## src/rtl/fdrs_pkg.sv

```systemverilog
`default_nettype none
package fdrs_pkg;

  // Queue geometry: two banks of QUEUE_DEPTH slots each
  localparam int QUEUE_DEPTH = 32;
  localparam int TRACK_BITS  = 16;
  localparam int TRK_W       = (TRACK_BITS < 16) ? TRACK_BITS : 16;
  localparam int SLOTS       = 2 * QUEUE_DEPTH;
  localparam int SLOT_W      = $clog2(SLOTS);
  localparam int IDX_W       = $clog2(QUEUE_DEPTH);
  localparam int CNT_W       = $clog2(QUEUE_DEPTH + 1);

  // Operation codes
  localparam logic OP_ADD   = 1'b0;
  localparam logic OP_GRANT = 1'b1;

  // Result status codes
  localparam logic [1:0] ST_ADDED   = 2'd0;
  localparam logic [1:0] ST_GRANTED = 2'd1;
  localparam logic [1:0] ST_EMPTY   = 2'd2;
  localparam logic [1:0] ST_FULL    = 2'd3;

  typedef struct packed {
    logic        op;
    logic [15:0] req_track;
    logic [31:0] req_arrival;
    logic [15:0] head_track;
  } in_item_t;

  typedef struct packed {
    logic [1:0]  status;
    logic [15:0] grant_track;
    logic [31:0] grant_arrival;
    logic        pending;
  } out_item_t;

  typedef struct packed {
    logic [TRK_W-1:0] trk;
    logic [31:0]      arr;
  } entry_t;

  // Controller to datapath commands
  typedef struct packed {
    logic load;
    logic add;
    logic swap;
    logic scan_init;
    logic flip;
    logic grant;
    logic empty;
  } dp_cmd_t;

  // Datapath to controller status
  typedef struct packed {
    logic active_empty;
    logic add_empty;
    logic scan_done;
    logic found;
  } dp_sts_t;

endpackage
`default_nettype wire

```

## src/rtl/fdrs_ctrl.sv

```systemverilog
`default_nettype none
module fdrs_ctrl (
  input  wire              clk,
  input  wire              rst_n,
  input  wire              start,
  input  wire              in_op,
  input  fdrs_pkg::dp_sts_t sts,
  output fdrs_pkg::dp_cmd_t cmd,
  output logic             busy
);
  import fdrs_pkg::*;

  localparam logic [2:0] S_IDLE  = 3'd0;
  localparam logic [2:0] S_ADD   = 3'd1;
  localparam logic [2:0] S_PREP  = 3'd2;
  localparam logic [2:0] S_SCAN  = 3'd3;
  localparam logic [2:0] S_GRANT = 3'd4;

  logic [2:0] state_r, state_nxt;
  logic       flipped_r, flipped_nxt;

  // Sequence one beat: add, or prepare / scan (up to two passes) / grant or report empty
  always_comb begin
    state_nxt   = state_r;
    flipped_nxt = flipped_r;
    cmd         = '0;
    case (state_r)
      S_IDLE: begin
        if (start) begin
          cmd.load  = 1'b1;
          state_nxt = (in_op == OP_GRANT) ? S_PREP : S_ADD;
        end
      end
      S_ADD: begin
        cmd.add   = 1'b1;
        state_nxt = S_IDLE;
      end
      S_PREP: begin
        flipped_nxt = 1'b0;
        if (sts.active_empty && sts.add_empty) begin
          cmd.empty = 1'b1;
          state_nxt = S_IDLE;
        end else begin
          cmd.swap      = sts.active_empty;
          cmd.scan_init = 1'b1;
          state_nxt     = S_SCAN;
        end
      end
      S_SCAN: begin
        if (sts.scan_done) begin
          if (sts.found) begin
            state_nxt = S_GRANT;
          end else if (!flipped_r) begin
            cmd.flip    = 1'b1;
            flipped_nxt = 1'b1;
          end else begin
            cmd.empty = 1'b1;
            state_nxt = S_IDLE;
          end
        end
      end
      S_GRANT: begin
        cmd.grant = 1'b1;
        state_nxt = S_IDLE;
      end
      default: state_nxt = S_IDLE;
    endcase
  end

  always_ff @(posedge clk) begin
    if (!rst_n) begin
      state_r   <= S_IDLE;
      flipped_r <= 1'b0;
    end else begin
      state_r   <= state_nxt;
      flipped_r <= flipped_nxt;
    end
  end

  assign busy = (state_r != S_IDLE);

endmodule
`default_nettype wire

```

## src/rtl/fdrs_dpath.sv

```systemverilog
`default_nettype none
module fdrs_dpath (
  input  wire                clk,
  input  wire                rst_n,
  input  fdrs_pkg::in_item_t  in_data,
  input  fdrs_pkg::dp_cmd_t   cmd,
  output fdrs_pkg::dp_sts_t   sts,
  output fdrs_pkg::out_item_t out_data,
  output logic               out_strobe
);
  import fdrs_pkg::*;

  // Request store, read one slot per cycle during a scan
  entry_t mem [SLOTS];
  logic [SLOTS-1:0] valid_r;

  logic [TRK_W-1:0] trk_r;
  logic [31:0]      arr_r;
  logic [TRK_W-1:0] head_r;

  logic             active_bank_r;
  logic             sweep_up_r;
  logic [CNT_W-1:0] active_cnt_r;
  logic [CNT_W-1:0] add_cnt_r;

  logic             run_r;
  logic [IDX_W-1:0] idx_r;
  logic             rd_vld_r;
  logic             rd_last_r;
  logic [SLOT_W-1:0] rd_slot_r;
  entry_t           rd_data_r;
  logic             done_r;

  logic             best_vld_r;
  logic [TRK_W-1:0] best_trk_r;
  logic [31:0]      best_arr_r;
  logic [SLOT_W-1:0] best_slot_r;

  out_item_t        out_r;
  logic             strobe_r;

  logic [SLOT_W-1:0] rd_addr;
  logic [SLOT_W-1:0] add_slot;
  logic              add_full;
  logic              cand_ok;
  logic              in_dir;
  logic              better;

  assign rd_addr  = active_bank_r ? (SLOT_W'(QUEUE_DEPTH) + SLOT_W'(idx_r)) : SLOT_W'(idx_r);
  assign add_slot = active_bank_r ? SLOT_W'(add_cnt_r) : (SLOT_W'(QUEUE_DEPTH) + SLOT_W'(add_cnt_r));
  assign add_full = (add_cnt_r == CNT_W'(QUEUE_DEPTH));

  // Compare the slot just read against the best so far
  always_comb begin
    in_dir  = sweep_up_r ? (rd_data_r.trk >= head_r) : (rd_data_r.trk <= head_r);
    cand_ok = rd_vld_r && valid_r[rd_slot_r] && in_dir;
    better  = !best_vld_r
           || (sweep_up_r ? (rd_data_r.trk < best_trk_r) : (rd_data_r.trk > best_trk_r))
           || ((rd_data_r.trk == best_trk_r) && (rd_data_r.arr < best_arr_r));
  end

  // Store write and registered read
  always_ff @(posedge clk) begin
    if (cmd.add && !add_full) begin
      mem[add_slot] <= '{trk: trk_r, arr: arr_r};
    end
    rd_data_r <= mem[rd_addr];
  end

  // Latch the input beat
  always_ff @(posedge clk) begin
    if (cmd.load) begin
      trk_r  <= in_data.req_track[TRK_W-1:0];
      arr_r  <= in_data.req_arrival;
      head_r <= in_data.head_track[TRK_W-1:0];
    end
  end

  // Bank bookkeeping and valid bits
  always_ff @(posedge clk) begin
    if (!rst_n) begin
      valid_r       <= '0;
      active_bank_r <= 1'b0;
      sweep_up_r    <= 1'b1;
      active_cnt_r  <= '0;
      add_cnt_r     <= '0;
    end else begin
      if (cmd.add && !add_full) begin
        valid_r[add_slot] <= 1'b1;
        add_cnt_r         <= add_cnt_r + CNT_W'(1);
      end
      if (cmd.swap) begin
        active_bank_r <= ~active_bank_r;
        active_cnt_r  <= add_cnt_r;
        add_cnt_r     <= '0;
      end
      if (cmd.swap) begin
        sweep_up_r <= 1'b1;
      end else if (cmd.flip) begin
        sweep_up_r <= ~sweep_up_r;
      end
      if (cmd.grant) begin
        valid_r[best_slot_r] <= 1'b0;
        active_cnt_r         <= active_cnt_r - CNT_W'(1);
      end
    end
  end

  // Scan sequencer: issue one read a cycle, compare its data in the cycle after
  always_ff @(posedge clk) begin
    if (!rst_n) begin
      run_r      <= 1'b0;
      idx_r      <= '0;
      rd_vld_r   <= 1'b0;
      rd_last_r  <= 1'b0;
      done_r     <= 1'b0;
      best_vld_r <= 1'b0;
    end else if (cmd.scan_init || cmd.flip) begin
      run_r      <= 1'b1;
      idx_r      <= '0;
      rd_vld_r   <= 1'b0;
      rd_last_r  <= 1'b0;
      done_r     <= 1'b0;
      best_vld_r <= 1'b0;
    end else begin
      rd_vld_r  <= run_r;
      rd_last_r <= run_r && (idx_r == IDX_W'(QUEUE_DEPTH - 1));
      rd_slot_r <= rd_addr;
      if (run_r) begin
        idx_r <= idx_r + IDX_W'(1);
        if (idx_r == IDX_W'(QUEUE_DEPTH - 1)) begin
          run_r <= 1'b0;
        end
      end
      done_r <= rd_vld_r && rd_last_r;
      if (cand_ok && better) begin
        best_vld_r  <= 1'b1;
        best_trk_r  <= rd_data_r.trk;
        best_arr_r  <= rd_data_r.arr;
        best_slot_r <= rd_slot_r;
      end
    end
  end

  // Result register, strobed for one cycle
  always_ff @(posedge clk) begin
    if (!rst_n) begin
      strobe_r <= 1'b0;
    end else begin
      strobe_r <= cmd.add || cmd.grant || cmd.empty;
    end
    if (cmd.add) begin
      out_r.status        <= add_full ? ST_FULL : ST_ADDED;
      out_r.grant_track   <= '0;
      out_r.grant_arrival <= '0;
      out_r.pending       <= 1'b1;
    end else if (cmd.grant) begin
      out_r.status        <= ST_GRANTED;
      out_r.grant_track   <= 16'(best_trk_r);
      out_r.grant_arrival <= best_arr_r;
      out_r.pending       <= (active_cnt_r != CNT_W'(1)) || (add_cnt_r != '0);
    end else if (cmd.empty) begin
      out_r.status        <= ST_EMPTY;
      out_r.grant_track   <= '0;
      out_r.grant_arrival <= '0;
      out_r.pending       <= (active_cnt_r != '0) || (add_cnt_r != '0);
    end
  end

  assign sts.active_empty = (active_cnt_r == '0);
  assign sts.add_empty    = (add_cnt_r == '0);
  assign sts.scan_done    = done_r;
  assign sts.found        = best_vld_r;
  assign out_data         = out_r;
  assign out_strobe       = strobe_r;

endmodule
`default_nettype wire

```

## src/rtl/flook_disk_request_scheduler.sv

```systemverilog
// FLOOK disk request scheduler.
// Input channel: present a beat on in_data and raise start; the beat is taken at
// a rising edge where start is high and busy is low. op selects add or grant.
// Result channel: one result per input beat, shown on out_data for exactly one
// cycle while out_strobe is high. The receiver cannot hold results off.
// Sequencing: an add result is registered from the add state. A grant scans
// the active bank through the request store one slot per cycle with a single
// comparator in one pass, and scans the bank again when the sweep reverses.
// A grant with both banks empty returns its result from the prepare state.
// Throughput: one beat in flight at a time; busy stays high until the result
// cycle, in which a new beat may already be accepted.
// Reset (synchronous, rst_n low): all slots invalid, bank 0 active, sweep
// upward, no result pending. Stored request data is not cleared.
`default_nettype none
module flook_disk_request_scheduler (
  input  wire                clk,
  input  wire                rst_n,
  input  wire                start,
  output logic               busy,
  input  fdrs_pkg::in_item_t  in_data,
  output fdrs_pkg::out_item_t out_data,
  output logic               out_strobe
);
  import fdrs_pkg::*;

  dp_cmd_t cmd;
  dp_sts_t sts;

  fdrs_ctrl u_ctrl (
    .clk   (clk),
    .rst_n (rst_n),
    .start (start),
    .in_op (in_data.op),
    .sts   (sts),
    .cmd   (cmd),
    .busy  (busy)
  );

  fdrs_dpath u_dpath (
    .clk        (clk),
    .rst_n      (rst_n),
    .in_data    (in_data),
    .cmd        (cmd),
    .sts        (sts),
    .out_data   (out_data),
    .out_strobe (out_strobe)
  );

endmodule
`default_nettype wire

```

## config.mk

```make
export PLATFORM = sky130hd
export DESIGN_NAME = flook_disk_request_scheduler
export DESIGN_NICKNAME = d
export VERILOG_FILES = /design/src/rtl/fdrs_pkg.sv /design/src/rtl/fdrs_ctrl.sv /design/src/rtl/fdrs_dpath.sv /design/src/rtl/flook_disk_request_scheduler.sv
export SDC_FILE = /design/constraint.sdc
export NUM_CORES = 2
export LEC_CHECK = 0
export BUFFER_PORTS_ARGS = -buffer_cell sky130_fd_sc_hd__buf_2
export CORE_MARGIN = 2
export CORE_UTILIZATION = 45
export CTS_CLUSTER_DIAMETER = 30
export CTS_CLUSTER_SIZE = 40
export DETAILED_ROUTE_END_ITERATION = 12
export REMOVE_ABC_BUFFERS = 1
export SYNTH_ARGS = -nofsm -noshare
export SYNTH_HDL_FRONTEND = slang
export SYNTH_SLANG_ARGS = --single-unit
export TNS_END_PERCENT = 1
```

## constraint.sdc

```tcl
create_clock -name clk -period 7.9 [get_ports clk]
set_input_delay 0.395 -clock clk [delete_from_list [all_inputs] [get_ports clk]]
set_output_delay 0.395 -clock clk [all_outputs]
set_load 0.005 [all_outputs]
```

==> results.txt <==
The average instance area after synthesis was 24.10 µm²; the number of register bits inferred by synthesis was 3388. For this design, the slowest cell found on the critical path is sky130_fd_sc_hd__nor4_2. After synthesis, the most frequently instantiated cells are sky130_fd_sc_hd__edfxtp_1 (3198), sky130_fd_sc_hd__mux4_2 (1025), sky130_fd_sc_hd__dfxtp_1 (190). Port buffering added 120 buffers. The clock passes through at most 4 buffers. The tightest min-delay check is of the in -> reg type. Dividing total power by cell area gives a power density of 304.5 mW/mm². The die is 537.9 µm tall.

Synthesis instantiated 54 different standard cells from the library. Counting I/O delays and the setup requirement, the final critical path takes 5263 ps. The tool flagged a number of max-cap violations equal to 0. After synthesis, the largest area contributor takes up 74.88% of total cell area. For the number of vias after detailed routing, the log shows 62280. Of all cell types, the one taking the most synthesized area is sky130_fd_sc_hd__edfxtp_1.

Timing would allow up to 190.0 MHz. For this run the aggregate overflow at the end of global routing stands at 0. The die covers 0.2893 mm².

The run gives 64060 as the via count of the first global-routing pass. The tools report the routability congestion estimate from global placement as 0.8013. The first detailed-routing pass ran for 6 iterations. Summing the sequential cell areas from Yosys gives 77.85% of the chip area. Clock-pin slew was measured on the worst setup and hold paths at 50 ps.

The number of setup violations in the final report came out at 0. After detailed routing, the number of vias per cell comes to 6.009. Headroom to the max-slew limit came out at 14.24%.

The max-slew violation count was 0; the maximum fanout along the worst path was 38. The tools report the I/O pin count as 121. STA classifies the critical path startpoint as a register. Data on the critical path is required at its endpoint by 8510 ps. The run finished with clean final reports. Clock tree synthesis selected as its root buffer the cell sky130_fd_sc_hd__clkbuf_16. The site row count was 196; the layout overhead on the synthesized area was 22.58%.

Class of the most critical setup path: reg -> reg. TritonCTS built the clock tree. The logs give 0 for the total number of yosys warnings and 6185 for the number of nets in the layout. VDD sags by at most 199.8 µV. The wire length of the first global-routing pass is 492.2 mm, and the ratio of cells with drive above 1 in the final layout is 37.84%. For the clock sink count, the log shows 3388. Yosys mapped a number of flops with a built-in enable equal to 3198. The number of hold violations in the final report was 0. For this run, the slowest stage of the critical path takes 1010 ps.

Synthesis produced a netlist whose cell count is 5321. The number of clock buffers added by TritonCTS is 620. Traced cell by cell, the critical path runs through ha_1, nand4_1, nor4_2, nor2b_1, nand3_1, or3_1, o31a_1, nor2_4, buf_4.

The die span in x is 537.9 µm. The routed wire length per instance was 33.83 µm. The run gives 0 as the number of remaining DRC errors.

The detail route stage leaves a number of antenna-violating nets equal to 0. The post-route setup TNS was 0 ps. For the pin with the worst max-slew slack, the measured transition is 1283 ps. By area the synthesized netlist is led by sky130_fd_sc_hd__edfxtp_1 (75%), sky130_fd_sc_hd__mux4_2 (18%), sky130_fd_sc_hd__dfxtp_1 (3.0%), sky130_fd_sc_hd__ha_1 (0.67%), sky130_fd_sc_hd__o221a_2 (0.56%). The tightest hold path in the finished design has a slack of 78.93 ps. The starting density of the core is 45.12%.

H-tree depth: 6. For this block, the initial DRC count from the detailed router was 8145. The worst setup path is captured at a register. Post-synth design cell area: 0.1282 mm². The global routing met3 resource utilization came out at 4.139%.

In the global route stage, met2 resource usage came out at 39.58%. Library cell with the highest instance count after synthesis: sky130_fd_sc_hd__edfxtp_1. The most used routing layer in global routing is met2. Data arrives at the worst endpoint at 5870 ps. Entering global routing, the biggest net connects 145 pins.

The run gives 187.3 mm as the post-DP HPWL. The total leakage power is 49.61 nW, and the area inside the core boundary is 0.2842 mm². On the final layout, the worst clock skew is 66.91 ps.

The total detailed-routing wirelength was 350.6 mm; the portion of the clock cycle consumed by the worst path in the final layout was 66.62%. The async set-or-reset flop fraction in the synthesized netlist came out at 0%. The number of antenna violations at the first check in global routing was 20.

The later pin in the worst-skew pair is clocked with a latency of 1020 ps. Across every metal layer, demand over resource in global routing totals 24.28%. For this run, the leading register cell type out of synthesis is sky130_fd_sc_hd__edfxtp_1. Setup repair after global routing left no endpoint under its margin. For met1 alone, demand over resource in global routing was 33.40%.
[worst paths after layout]
path,from,endpoint,slack (ps),depth (start not counted)
worst max-delay path,u_dpath.rd_data_r[47]$_DFF_P_,u_dpath.best_arr_r[19]$_DFFE_PP_,2640,9
worst min-delay path,in_data[55],u_dpath.trk_r[7]$_DFFE_PP_,80,2
worst max register to register,u_dpath.rd_data_r[47]$_DFF_P_,u_dpath.best_arr_r[19]$_DFFE_PP_,2640,9
worst min register to register,u_dpath.rd_data_r[29]$_DFF_P_,u_dpath.best_arr_r[29]$_DFFE_PP_,430,0
[through the flow]
step / power, mW / setup WS (ps) / cell area (µm²) / utilization [%] / cells
after floorplan: 20.93 / -27160 / 127000 / - / 5055
after global placement: 20.96 / 2542 / 134600 / 47.34 / 9120
after CTS: 48.19 / 2548 / 157200 / 55.29 / 10340
final: 47.88 / 2637 / 157200 / 55.31 / 10360
after global routing: 49.12 / 2621 / 157200 / 55.31 / 10360
after detailed placement: 20.99 / 2573 / 134600 / 47.34 / 9120
[what timing repair did]
action | 4_1_cts | 5_1_grt
gates resized for setup | 0 | 0
endpoints found under the hold margin | 87 | 0
setup endpoints to repair | 0 | 0
setup buffers | 0 | 0
hold buffers | 68 | 0
[per-layer routing]
metal | up-vias | routed length (µm)
met5 | - | 31
met4 | 6 | 11520
met3 | 557 | 26390
met2 | 3010 | 172800
met1 | 34070 | 139800
li1 | 24640 | -
[area by class of cell]
class	count	area, µm²
diodes	22	55.05
clock buffers	707	16120
clock inverters	447	5801
fillers	20830	127000
inverters	71	266.5
multi-input cells	1596	27460
flip-flops and latches	3388	99860
well taps	3762	4707
repair buffers	371	2943
[power breakdown]
group,internal [mW],leakage (nW),switching [mW]
Sequential,19.8,30.3,0.0386
Combinational,0.248,8.78,0.567
Clock,17.7,10.5,9.51
[state kept, by name, indices dropped and copies added, names as in the netlist, 3 cells and up]
| register | flops |
|---|---|
| u_dpath.mem | 3072 |
| u_dpath.valid_r | 64 |
| u_dpath.out_data | 51 |
| u_dpath.rd_data_r | 48 |
| u_dpath.arr_r | 32 |
| u_dpath.best_arr_r | 32 |
| u_dpath.best_trk_r | 16 |
| u_dpath.head_r | 16 |
| u_dpath.trk_r | 16 |
| u_dpath.active_cnt_r | 6 |
| u_dpath.add_cnt_r | 6 |
| u_dpath.best_slot_r | 6 |
| u_dpath.rd_slot_r | 6 |
| u_dpath.idx_r | 5 |
| u_ctrl.state_r | 3 |
[cell usage in the layout, fill, tap and decap left out, types with 9 or more instances in the layout]
| master | count |
|---|---|
| sky130_fd_sc_hd__diode_2 | 22 |
| sky130_fd_sc_hd__dfxtp_1 | 184 |
| sky130_fd_sc_hd__nor2_4 | 66 |
| sky130_fd_sc_hd__clkinv_8 | 9 |
| sky130_fd_sc_hd__dlygate4sd3_1 | 68 |
| sky130_fd_sc_hd__nor2_1 | 35 |
| sky130_fd_sc_hd__buf_12 | 23 |
| sky130_fd_sc_hd__nand3_1 | 16 |
| sky130_fd_sc_hd__o221a_2 | 64 |
| sky130_fd_sc_hd__buf_2 | 120 |
| sky130_fd_sc_hd__edfxtp_1 | 3198 |
| sky130_fd_sc_hd__inv_6 | 52 |
| sky130_fd_sc_hd__clkinv_16 | 29 |
| sky130_fd_sc_hd__mux4_2 | 1025 |
| sky130_fd_sc_hd__o21ai_0 | 58 |
| sky130_fd_sc_hd__inv_16 | 10 |
| sky130_fd_sc_hd__clkinv_4 | 44 |
| sky130_fd_sc_hd__clkinv_1 | 70 |
| sky130_fd_sc_hd__inv_1 | 71 |
| sky130_fd_sc_hd__clkinv_2 | 82 |
| sky130_fd_sc_hd__clkinvlp_4 | 59 |
| sky130_fd_sc_hd__clkbuf_8 | 15 |
| sky130_fd_sc_hd__clkbuf_1 | 66 |
| sky130_fd_sc_hd__clkbuf_16 | 626 |
| sky130_fd_sc_hd__nor2b_1 | 12 |
| sky130_fd_sc_hd__ha_1 | 69 |
| sky130_fd_sc_hd__buf_4 | 160 |
| sky130_fd_sc_hd__mux2i_1 | 12 |
| sky130_fd_sc_hd__nand2_1 | 97 |
| sky130_fd_sc_hd__bufinv_16 | 85 |
| sky130_fd_sc_hd__a21oi_1 | 27 |
| sky130_fd_sc_hd__nand4_1 | 14 |
[critical path: cells and delay by family, from the launching register on]
family	cells	cell delay [ps]
flops	1	450
buf+inv	1	690
fa+ha+maj	1	370
compound gates	1	400
simple gates	6	2860
[logic make-up (layout without fill, tap and decap cells)]
group                      count (synthesis)  count (layout)  synth area share [%]
DFF                                     3388            3388                 77.85
AOI/OAI and AO/OA                        186             186                 1.119
buffers and inverters                    337            1596                 1.145
adders and majority gates                 69              69                0.6732
xor gates and xnor gates                  15              15                0.1024
and+or+nand+nor                          289             289                 1.021
other                                      0              22                     0
muxes                                   1037            1037                 18.09
Note: power is estimated with default switching activity, not from simulation.
